`src/hw/rtl/ibp_pkg.sv`:
```
// shared types and constants for the iq sample bit packer
`timescale 1ns / 1ps

package ibp_pkg;

  localparam int unsigned SAMPLE_W    = 16;
  localparam int unsigned WIDTH_W     = 5;
  localparam int unsigned RES_W       = 7;
  localparam int unsigned RCNT_W      = 3;
  localparam int unsigned BYTE_W      = 8;
  localparam int unsigned MAX_BYTES   = 3;
  localparam int unsigned NB_W        = 2;
  localparam int unsigned ACC_W       = RES_W + SAMPLE_W;
  localparam int unsigned CNT_W       = 5;
  localparam int unsigned PDATA_W     = 32;
  localparam int unsigned PADDR_W     = 3;

  localparam logic [WIDTH_W-1:0] WIDTH_MAX   = 5'd16;
  localparam logic [WIDTH_W-1:0] WIDTH_RESET = 5'd9;
  localparam logic [BYTE_W-1:0]  BYTE_MASK   = 8'hff;

  // register index, taken from the word address bit
  typedef enum logic [0:0] {
    REG_SAMPLE_WIDTH = 1'b0
  } reg_idx_t;

  // bytes produced by one sample, oldest in slot 0
  typedef struct packed {
    logic [MAX_BYTES-1:0][BYTE_W-1:0] bytes;
    logic [NB_W-1:0]                  num;
  } pack_res_t;

endpackage

```
`src/hw/rtl/ibp_cfg.sv`:
```
// configuration register block with apb-style access
`timescale 1ns / 1ps

module ibp_cfg (
  input  logic                        clk,
  input  logic                        rst_n,
  input  logic                        psel,
  input  logic                        penable,
  input  logic                        pwrite,
  input  logic [ibp_pkg::PADDR_W-1:0] paddr,
  input  logic [ibp_pkg::PDATA_W-1:0] pwdata,
  output logic [ibp_pkg::PDATA_W-1:0] prdata,
  output logic                        pready,
  output logic [ibp_pkg::WIDTH_W-1:0] sample_width
);
  import ibp_pkg::*;

  logic [WIDTH_W-1:0] width_r;
  logic [WIDTH_W-1:0] width_nxt;
  reg_idx_t           idx;
  logic               idx_hit;

  // word index: bit 2 selects the register, low bits are byte lanes
  assign idx     = reg_idx_t'(paddr[2]);
  assign idx_hit = (idx == REG_SAMPLE_WIDTH);

  // register write on the access phase
  always_comb begin
    width_nxt = width_r;
    if (psel && penable && pwrite && idx_hit) begin
      width_nxt = pwdata[WIDTH_W-1:0];
    end
  end

  always_ff @(posedge clk) begin
    if (!rst_n) begin
      width_r <= WIDTH_RESET;
    end else begin
      width_r <= width_nxt;
    end
  end

  // read mux
  always_comb begin
    prdata = '0;
    if (idx_hit) begin
      prdata = {{(PDATA_W-WIDTH_W){1'b0}}, width_r};
    end
  end

  assign pready       = 1'b1;
  assign sample_width = width_r;

endmodule

```
`src/hw/rtl/ibp_pack.sv`:
```
// combinational bit packing of one sample against the held residue
`timescale 1ns / 1ps

module ibp_pack (
  input  logic [ibp_pkg::SAMPLE_W-1:0] sample,
  input  logic                         final_flag,
  input  logic [ibp_pkg::WIDTH_W-1:0]  width,
  input  logic [ibp_pkg::RES_W-1:0]    res_bits,
  input  logic [ibp_pkg::RCNT_W-1:0]   res_cnt,
  output ibp_pkg::pack_res_t           res,
  output logic [ibp_pkg::RES_W-1:0]    res_bits_nxt,
  output logic [ibp_pkg::RCNT_W-1:0]   res_cnt_nxt
);
  import ibp_pkg::*;

  logic [WIDTH_W-1:0]        w;
  logic [SAMPLE_W:0]         smask;
  logic [SAMPLE_W-1:0]       sbits;
  logic [ACC_W-1:0]          acc;
  logic [CNT_W-1:0]          count;
  logic [CNT_W-1:0]          sh0;
  logic [CNT_W-1:0]          sh1;
  logic [NB_W-1:0]           nfull;
  logic [RCNT_W-1:0]         rem;
  logic [RCNT_W:0]           pad_sh;
  logic [ACC_W+BYTE_W-1:0]   pad_wide;
  logic [BYTE_W-1:0]         byte0;
  logic [BYTE_W-1:0]         byte1;
  logic [BYTE_W-1:0]         pad;
  logic                      pad_en;
  logic [RES_W-1:0]          rmask;

  // widths above sixteen saturate
  assign w = (width > WIDTH_MAX) ? WIDTH_MAX : width;

  // keep low w bits of the sample and append them below the residue
  assign smask = (17'(1) << w) - 17'(1);
  assign sbits = sample & smask[SAMPLE_W-1:0];
  assign acc   = ({{SAMPLE_W{1'b0}}, res_bits} << w) | {{RES_W{1'b0}}, sbits};
  assign count = {2'b00, res_cnt} + w;

  assign nfull = count[CNT_W-1:RCNT_W];
  assign rem   = count[RCNT_W-1:0];

  // full bytes, oldest bits first
  assign sh0   = count - 5'd8;
  assign sh1   = count - 5'd16;
  assign byte0 = BYTE_W'(acc >> sh0) & BYTE_MASK;
  assign byte1 = BYTE_W'(acc >> sh1) & BYTE_MASK;

  // tail byte: leftover bits moved to the top, zeros below
  assign pad_sh   = 4'd8 - {1'b0, rem};
  assign pad_wide = {{BYTE_W{1'b0}}, acc} << pad_sh;
  assign pad      = pad_wide[BYTE_W-1:0];
  assign pad_en   = final_flag && (rem != '0);

  // slot assembly: full bytes first, padded byte after them
  always_comb begin
    res.bytes[0] = (nfull != 2'd0) ? byte0 : pad;
    res.bytes[1] = (nfull == 2'd2) ? byte1 : pad;
    res.bytes[2] = pad;
    res.num      = nfull + NB_W'(pad_en);
  end

  // residue update, cleared at the end of a block
  assign rmask        = (7'(1) << rem) - 7'(1);
  assign res_bits_nxt = final_flag ? '0 : (acc[RES_W-1:0] & rmask);
  assign res_cnt_nxt  = final_flag ? '0 : rem;

endmodule

```
`src/hw/rtl/ibp_obuf.sv`:
```
// result register that hands out the bytes of one sample one beat at a time
`timescale 1ns / 1ps

module ibp_obuf (
  input  logic                          clk,
  input  logic                          rst_n,
  input  logic                          load,
  input  ibp_pkg::pack_res_t            res,
  output logic                          free,
  output logic                          out_valid,
  input  logic                          out_ready,
  output logic [ibp_pkg::BYTE_W-1:0]    out_packed_byte,
  output logic                          out_byte_last
);
  import ibp_pkg::*;

  logic [MAX_BYTES-1:0][BYTE_W-1:0] bytes_r;
  logic [MAX_BYTES-1:0][BYTE_W-1:0] bytes_nxt;
  logic [NB_W-1:0]                  cnt_r;
  logic [NB_W-1:0]                  cnt_nxt;
  logic                             take;

  assign out_valid       = (cnt_r != '0);
  assign take            = out_valid && out_ready;
  assign out_packed_byte = bytes_r[0];
  assign out_byte_last   = (cnt_r == 2'd1);

  // room for a new sample once the last byte leaves
  assign free = (cnt_r == '0) || (out_byte_last && out_ready);

  // shift on each beat, load when a sample is packed
  always_comb begin
    bytes_nxt = bytes_r;
    cnt_nxt   = cnt_r;
    if (take) begin
      bytes_nxt[0] = bytes_r[1];
      bytes_nxt[1] = bytes_r[2];
      cnt_nxt      = cnt_r - 2'd1;
    end
    if (load && (res.num != '0)) begin
      bytes_nxt = res.bytes;
      cnt_nxt   = res.num;
    end
  end

  always_ff @(posedge clk) begin
    if (!rst_n) begin
      cnt_r <= '0;
    end else begin
      cnt_r <= cnt_nxt;
    end
    bytes_r <= bytes_nxt;
  end

endmodule

```
`src/hw/rtl/iq_sample_bit_packer.sv`:
```
// top level of the iq sample bit packer
`timescale 1ns / 1ps

// Packs the low sample_width bits (1..16, larger values act as 16, reset 9)
// of each IQ sample MSB first into a byte stream; a sample flagged final
// flushes a partial byte padded with zeros. A sample is held in the input
// register and packed in one pass against the held residue. While
// out_ready is high, its 0 to 3 bytes leave from the result register one
// beat per cycle, and a new sample is taken every cycle as long as each
// makes at most one byte; a sample that makes more holds the packer until
// its last byte leaves, since the output port carries one byte per cycle.
// sample_width is written over the register port at byte address 0 and
// should only change while no sample is in flight.
module iq_sample_bit_packer (
  input  logic                          clk,
  input  logic                          rst_n,
  // register port
  input  logic                          psel,
  input  logic                          penable,
  input  logic                          pwrite,
  input  logic [ibp_pkg::PADDR_W-1:0]   paddr,
  input  logic [ibp_pkg::PDATA_W-1:0]   pwdata,
  output logic [ibp_pkg::PDATA_W-1:0]   prdata,
  output logic                          pready,
  // sample input
  input  logic                          in_valid,
  output logic                          in_ready,
  input  logic signed [ibp_pkg::SAMPLE_W-1:0] in_iq_sample,
  input  logic                          in_is_final,
  // byte output
  output logic                          out_valid,
  input  logic                          out_ready,
  output logic [ibp_pkg::BYTE_W-1:0]    out_packed_byte,
  output logic                          out_byte_last
);
  import ibp_pkg::*;

  logic [WIDTH_W-1:0]  sample_width;
  logic                vld_r;
  logic                vld_nxt;
  logic [SAMPLE_W-1:0] sample_r;
  logic                final_r;
  logic [RES_W-1:0]    res_bits_r;
  logic [RES_W-1:0]    res_bits_nxt;
  logic [RCNT_W-1:0]   res_cnt_r;
  logic [RCNT_W-1:0]   res_cnt_nxt;
  pack_res_t           pres;
  logic                obuf_free;
  logic                pack_fire;
  logic                in_take;

  ibp_cfg u_cfg (
    .clk          (clk),
    .rst_n        (rst_n),
    .psel         (psel),
    .penable      (penable),
    .pwrite       (pwrite),
    .paddr        (paddr),
    .pwdata       (pwdata),
    .prdata       (prdata),
    .pready       (pready),
    .sample_width (sample_width)
  );

  // input register handshake
  assign pack_fire = vld_r && obuf_free;
  assign in_ready  = !vld_r || pack_fire;
  assign in_take   = in_valid && in_ready;

  always_comb begin
    vld_nxt = vld_r;
    if (pack_fire) begin
      vld_nxt = 1'b0;
    end
    if (in_take) begin
      vld_nxt = 1'b1;
    end
  end

  always_ff @(posedge clk) begin
    if (!rst_n) begin
      vld_r <= 1'b0;
    end else begin
      vld_r <= vld_nxt;
    end
    if (in_take) begin
      sample_r <= in_iq_sample;
      final_r  <= in_is_final;
    end
  end

  ibp_pack u_pack (
    .sample       (sample_r),
    .final_flag   (final_r),
    .width        (sample_width),
    .res_bits     (res_bits_r),
    .res_cnt      (res_cnt_r),
    .res          (pres),
    .res_bits_nxt (res_bits_nxt),
    .res_cnt_nxt  (res_cnt_nxt)
  );

  // residue advances once per packed sample
  always_ff @(posedge clk) begin
    if (!rst_n) begin
      res_bits_r <= '0;
      res_cnt_r  <= '0;
    end else if (pack_fire) begin
      res_bits_r <= res_bits_nxt;
      res_cnt_r  <= res_cnt_nxt;
    end
  end

  ibp_obuf u_obuf (
    .clk             (clk),
    .rst_n           (rst_n),
    .load            (pack_fire),
    .res             (pres),
    .free            (obuf_free),
    .out_valid       (out_valid),
    .out_ready       (out_ready),
    .out_packed_byte (out_packed_byte),
    .out_byte_last   (out_byte_last)
  );

endmodule

```
`config.mk`:
```
export PLATFORM = sky130hd
export DESIGN_NAME = iq_sample_bit_packer
export DESIGN_NICKNAME = d
export VERILOG_FILES = /design/src/hw/rtl/ibp_pkg.sv /design/src/hw/rtl/ibp_cfg.sv /design/src/hw/rtl/ibp_pack.sv /design/src/hw/rtl/ibp_obuf.sv /design/src/hw/rtl/iq_sample_bit_packer.sv
export SDC_FILE = /design/constraint.sdc
export NUM_CORES = 1
export LEC_CHECK = 0
export ABC_AREA = 1
export ABC_CLOCK_PERIOD_IN_PS = 4550
export BUFFER_PORTS_ARGS = -buffer_cell sky130_fd_sc_hd__buf_4
export CAP_MARGIN = 5
export CORE_AREA = 2 2 104 106
export CTS_BUF_LIST = sky130_fd_sc_hd__clkbuf_4 sky130_fd_sc_hd__clkbuf_8
export DETAILED_ROUTE_END_ITERATION = 6
export DIE_AREA = 0 0 106 108
export PLACE_DENSITY = 0.79
export SLEW_MARGIN = 30
export SYNTH_ARGS = -nofsm -noshare
export SYNTH_HDL_FRONTEND = slang
export SYNTH_SLANG_ARGS = --single-unit
```
`constraint.sdc`:
```
create_clock -name clk -period 4.55 [get_ports clk]
set_input_delay 0.455 -clock clk [delete_from_list [all_inputs] [get_ports clk]]
set_output_delay 0.455 -clock clk [all_outputs]
set_load 0.05 [all_outputs]
```
-- Word-level counts from Yosys, hierarchy flattened
Index checks and enable logic that the tools add are counted.
- bits in registers: 59
- input port bits: 59
- output and inout port bits: 44
- add/subtract/negate cells: 8
- order comparisons: 1
- equal/unequal tests: 2
- shift operators: 6
- multiplexer cells: 12
- bitwise gates (word level): 4
- reductions and logical operators: 19
- operators by type and width (operator ; count):
    right shift 23 x 5 -> 8 bit ; 2
    2-to-1 mux 16 bit ; 2
    bitwise OR 23 x 16 -> 23 bit ; 1
    << shifter 23 x 4 -> 8 bit ; 1
    << shifter 7 x 5 -> 23 bit ; 1
    AND 16 bit ; 1
    2-to-1 mux 8 bit ; 2
    << shifter 1 x 5 -> 16 bit (first input constant) ; 1
    subtractor 16 x 2 -> 16 bit (second input constant) ; 1
    2-to-1 mux 5 bit ; 2
    nonzero test 2 bit ; 5
    logical AND 1 bit ; 9
    AND 7 bit ; 1
    2-to-1 mux 7 bit ; 1
    << shifter 1 x 3 -> 7 bit (first input constant) ; 1
    subtractor 7 x 2 -> 7 bit (second input constant) ; 1
    adder 3 x 5 -> 5 bit ; 1
    greater-than comparator 5 bit (second input constant) ; 1
    subtractor 5 x 4 -> 5 bit (second input constant) ; 1
    subtractor 5 bit (second input constant) ; 1
    2-to-1 mux 2 bit ; 2
    subtractor 4 x 3 -> 4 bit (first input constant) ; 1
    2-to-1 mux 3 bit ; 1
    nonzero test 3 bit ; 1
    other kinds (9) ; 11

-- Longest topological paths before layout
- depth in word-level cells: 9
- depth in mapped cells: 27

-- Cells and area by module
From an unflattened synthesis, not the netlist that was laid out.
- cell total of the unflattened synthesis: 863
- area total of the unflattened synthesis: 5843.1 sq um
- modules (own cells, without submodules) (module ; times used ; cells each ; area each (sq um) ; sequential area each (sq um)):
    ibp_pack ; 1 ; 592 ; 3090.5 ; 0.0
    ibp_obuf ; 1 ; 109 ; 1288.7 ; 760.7
    iq_sample_bit_packer ; 1 ; 88 ; 973.4 ; 730.7
    ibp_cfg ; 1 ; 74 ; 490.5 ; 100.1

-- Least setup slack after synthesis
OpenSTA, ideal clock, no wires.
- path type: reg2reg
- start: register u_cfg.width_r[3], in the netlist u_cfg.sample_width[3]
- end: register u_obuf.cnt_r[1]
- library setup time: 118 ps
- arrival time: 3344 ps
- path slack: 1088 ps
- stages on the path, launching flop included: 24
- buffers on the path: 2
- path through: dfxtp_1 buf_6 nor2_2 nand2_4 nand2_8 nand2_4 inv_2 or2_1 nand2_1 inv_1 ha_1 inv_2 clkbuf_1 ha_1 ha_1 nor2_1 ha_1 nand2_1 nand2_4 inv_2 nand2_2 inv_2 o21ai_1 a21oi_1
- cells in the longest elaborated chain, start to end: 9
- ends and longest elaborated chain (element ; line ; source):
    start: declaration ; ibp_cfg.sv:18 ; logic [WIDTH_W-1:0] width_r;
    start signal: assignment ; ibp_cfg.sv:39 ; width_r <= width_nxt;
    greater-than comparator 5 bit ; ibp_pack.sv:34 ; assign w = (width > WIDTH_MAX) ? WIDTH_MAX : width;
    2-to-1 mux 5 bit (*) ; ibp_pack.sv:34 ;
    adder 3 x 5 -> 5 bit (*) ; ibp_pack.sv:40 ; assign count = {2'b00, res_cnt} + w;
    nonzero test 3 bit ; ibp_pack.sv:55 ; assign pad_en = final_flag && (rem != '0);
    logical AND 1 bit ; ibp_pack.sv:55 ;
    adder 2 x 1 -> 2 bit (*) ; ibp_pack.sv:62 ; res.num = nfull + NB_W'(pad_en);
    nonzero test 2 bit ; ibp_obuf.sv:40 ; if (load && (res.num != '0)) begin
    logical AND 1 bit ; ibp_obuf.sv:40 ;
    2-to-1 mux 2 bit / nonzero test 2 bit (equally long branches) ; - ;
    end signal: assignment ; ibp_obuf.sv:50 ; cnt_r <= cnt_nxt;
    end: declaration ; ibp_obuf.sv:19 ; logic [NB_W-1:0] cnt_r;
Mark *: on every way between the ends. The rest lies on a longest branch, timed or not.
A chain may end at the register's enable or synchronous reset.

==> flow_summary.json <==
{
  "status": "complete, no violations",
  "start_kind": "flip-flop",
  "clockBufferDepth": 2,
  "final_common_cell": "nand2_1",
  "grtUsageTotal_pct": 27.8,
  "grt_pass1_wl_um": 25100,
  "rsz0062_at_grt": "no",
  "regToRegSetupSlack_ns": 0.58,
  "slowest_delay_ns": 0.65,
  "cts_resized": 0,
  "async_flop_share_pct": 0,
  "tns_ns": 0,
  "synthXorXnorAreaFrac_pct": 1.06,
  "cts_made_buffers": 9,
  "initial_core_util_pct": 57.7,
  "fp.dieW_um": 106,
  "final_cell_area_mm2": 0.00621,
  "critPathSlowestCell": "dfxtp_1",
  "hp-class": "input port to flip-flop",
  "dieArea_mm2": 0.0114,
  "cts_sinks": 59,
  "ios": 103,
  "switching_share_pct": 46.1,
  "drc_errors": 0,
  "finalSetupViolCount": 0,
  "placed_cell_area_mm2": 0.00602,
  "max_slew_margin_pct": 48.1,
  "synthSimpleGateAreaFrac_pct": 47.4,
  "hold_start": "in_iq_sample[4]",
  "antenna_cells_inserted": 0,
  "drt-initial-drc-count": 591,
  "tritoncts": "built",
  "power_uw": 2640,
  "layout_common_cells": "270 x nand2_1, 220 x nand3_1, 67 x inv_1, 54 x buf_4, 41 x edfxtp_1",
  "netlist_area_mm2": 0.00591,
  "yosys-mux-area-fraction_pct": 0,
  "crit_buf_inv": 5,
  "holdWs_ns": 0.275,
  "worst_skew_pair.late_latency_ns": 0.36,
  "path_delay_family": "simple AND/OR/NAND/NOR gates",
  "cts.htree.levels": 3,
  "hold_violations": 0,
  "fill_cells": 1009,
  "slew_violations": 0,
  "worst-r2r-cell-count": 21,
  "first_global_vias": 5285,
  "cp_max_fo": 31,
  "finalClockSkew_ns": 0.0124,
  "yosys_warnings": 0,
  "synthFlopType": "edfxtp_1",
  "viasPerCell": 5.69,
  "synth-adder-area-share_pct": 3.18,
  "ctsRootBufferMaster": "clkbuf_8",
  "chipHeight_um": 108,
  "synth-edff-count": 41,
  "finalWirelength_um": 15100,
  "fin_crit_ns": 3.97,
  "area_delta_synth_final_pct": 5.15,
  "syn_inst": 899,
  "cts_setup_buffers": 0,
  "firstDrtPassIters": 6,
  "p_per_area_mw_per_mm2": 425,
  "arrival_ns": 4.08,
  "clkSlewWorstSetupHoldPaths_ns": 0.06,
  "cts_hold_buffers": 0,
  "ys_ff_latch": 59,
  "internal_power_uw": 1420,
  "min_to": "sample_r[4]$_DFFE_PP_",
  "synth.distinct_cells": 45,
  "tightest_slew_ns": 0.775,
  "p_comb_share_pct": 51.5,
  "fin_nets": 987,
  "min_path_cells": 1,
  "yosysTopAreaCellShare_pct": 20.8,
  "required_ns": 4.66,
  "row_count": 37,
  "synth_area_leaders": "edfxtp_1 21%, nand3_1 19%, nand2_1 17%",
  "core_area_mm2": 0.0102,
  "vdd.ir_drop.worst_mv": 0.483,
  "grt_overflow_total": 0,
  "crit_path_end_kind": "flip-flop",
  "io_buffers": 45,
  "wl_per_cell_um": 14.4,
  "place_hpwl_um": 11500,
  "drive_above_1_share_pct": 14.5,
  "antenna_left": 0,
  "maxCapViolations": 0,
  "r2r-end": "u_obuf.out_packed_byte[4]$_DFFE_PP_",
  "r2r_start": "u_cfg.sample_width[1]$_SDFFE_PN0P_",
  "antenna_found_initial": 0,
  "power_frac_seq_pct": 30.5,
  "syn_avg_cell_area_um2": 6.57,
  "cp_cell_sequence": "nor2_4, nand2_4, nand2_8, nand2_4, inv_2, or2_1, nand2_1, inv_1, ha_1, inv_2, ha_1, ha_1, nor2_1, ha_1, nand2_1, nand2_4, inv_2, buf_4, a21oi_1, nand2_1, nand2_1",
  "worstSetupPathType": "flip-flop to flip-flop",
  "synth_seq_area_share_pct": 26.9,
  "synth_top_area_cell": "edfxtp_1",
  "vias": 6001,
  "fmax_mhz": 252,
  "p_leak_uw": 0.00297,
  "grt_max_degree": 32,
  "finalCritPeriodShare_pct": 87.2,
  "switchingPower_uw": 1220,
  "clockPowerShare_pct": 18.0,
  "synth_top_family_by_area": "simple AND/OR/NAND/NOR gates",
  "synth_compound_area_share_pct": 6.27,
  "gp_congestion": 0.947
}
worst max-delay path by stage:
stage	from	to	slack (ns)	cells past startpoint
after floorplan	u_cfg.sample_width[3]$_SDFFE_PN1P_	u_obuf.cnt_r[1]$_SDFFE_PN0P_	1.09	23
after global placement	u_cfg.sample_width[1]$_SDFFE_PN0P_	u_obuf.out_packed_byte[4]$_DFFE_PP_	0.63	21
after detailed placement	u_cfg.sample_width[1]$_SDFFE_PN0P_	u_obuf.cnt_r[0]$_SDFFE_PN0P_	0.60	23
after CTS	u_cfg.sample_width[1]$_SDFFE_PN0P_	u_obuf.cnt_r[0]$_SDFFE_PN0P_	0.60	23
after global routing	u_cfg.sample_width[4]$_SDFFE_PN0P_	u_obuf.cnt_r[1]$_SDFFE_PN0P_	0.19	21
final	u_cfg.sample_width[1]$_SDFFE_PN0P_	u_obuf.out_packed_byte[4]$_DFFE_PP_	0.58	21
registers in the layout, indices dropped and copies added, names as in the netlist:
register                cells
final_r                     1
u_obuf.cnt_r                2
res_cnt_r                   3
u_obuf.bytes_r             16
res_bits_r                  7
u_cfg.sample_width          5
sample_r                   16
u_obuf.out_packed_byte      8
vld_r                       1
stage by stage:
step	setup slack [ns]	utilization, %	cells
3_3_place_gp	0.626	58.9	1038
2_1_floorplan	1.09	-	925
4_1_cts	0.596	60.7	1054
5_1_grt	0.185	60.7	1054
6_report	0.584	60.7	1054
3_5_place_dp	0.602	58.9	1038
logic make-up (layout without fill, tap and decap cells):
| logic type | Yosys count | in the layout |
|---|---|---|
| simple gates | 590 | 590 |
| buf+inv | 162 | 155 |
| compound gates | 66 | 66 |
| flops | 59 | 59 |
| fa+ha+maj | 15 | 15 |
| xor+xnor | 5 | 5 |
| other cells | 2 | 28 |
power by group through the flow:
stage / combinational, µW / sequential (µW) / clock, µW
after floorplan: 1140 / 800 / 0
after global placement: 1320 / 811 / 0
after detailed placement: 1340 / 819 / 0
after CTS: 1340 / 807 / 479
after global routing: 1510 / 816 / 506
final: 1360 / 807 / 476
layer usage:
layer / global-route usage, % / routed length [µm]
met2: 42.6 / 6510
met1: 37.9 / 6710
met4: 11.8 / 496
met3: 6.69 / 1430
met5: 0 / 0
cell type report:
type                    instances  area, µm²  area share, %
clock buffers                  12        146           2.36
clock inverters                 4       42.5          0.685
inverters                      85        327           5.26
multi-input cells             704       3530           56.8
flip-flops and latches         59       1590           25.6
well taps                     136        170           2.74
repair buffers                 54        405           6.53
synth_stat cells, types with 14 or more instances:
master    number
inv_1         67
nand4_1       17
a21oi_1       32
nand2_1      270
edfxtp_1      41
buf_2         19
o21ai_0       14
nor2_1        36
nand3_1      220
buf_4         42
ha_1          15
dfxtp_1       18
No activity file was read; power rests on OpenSTA's default activity.
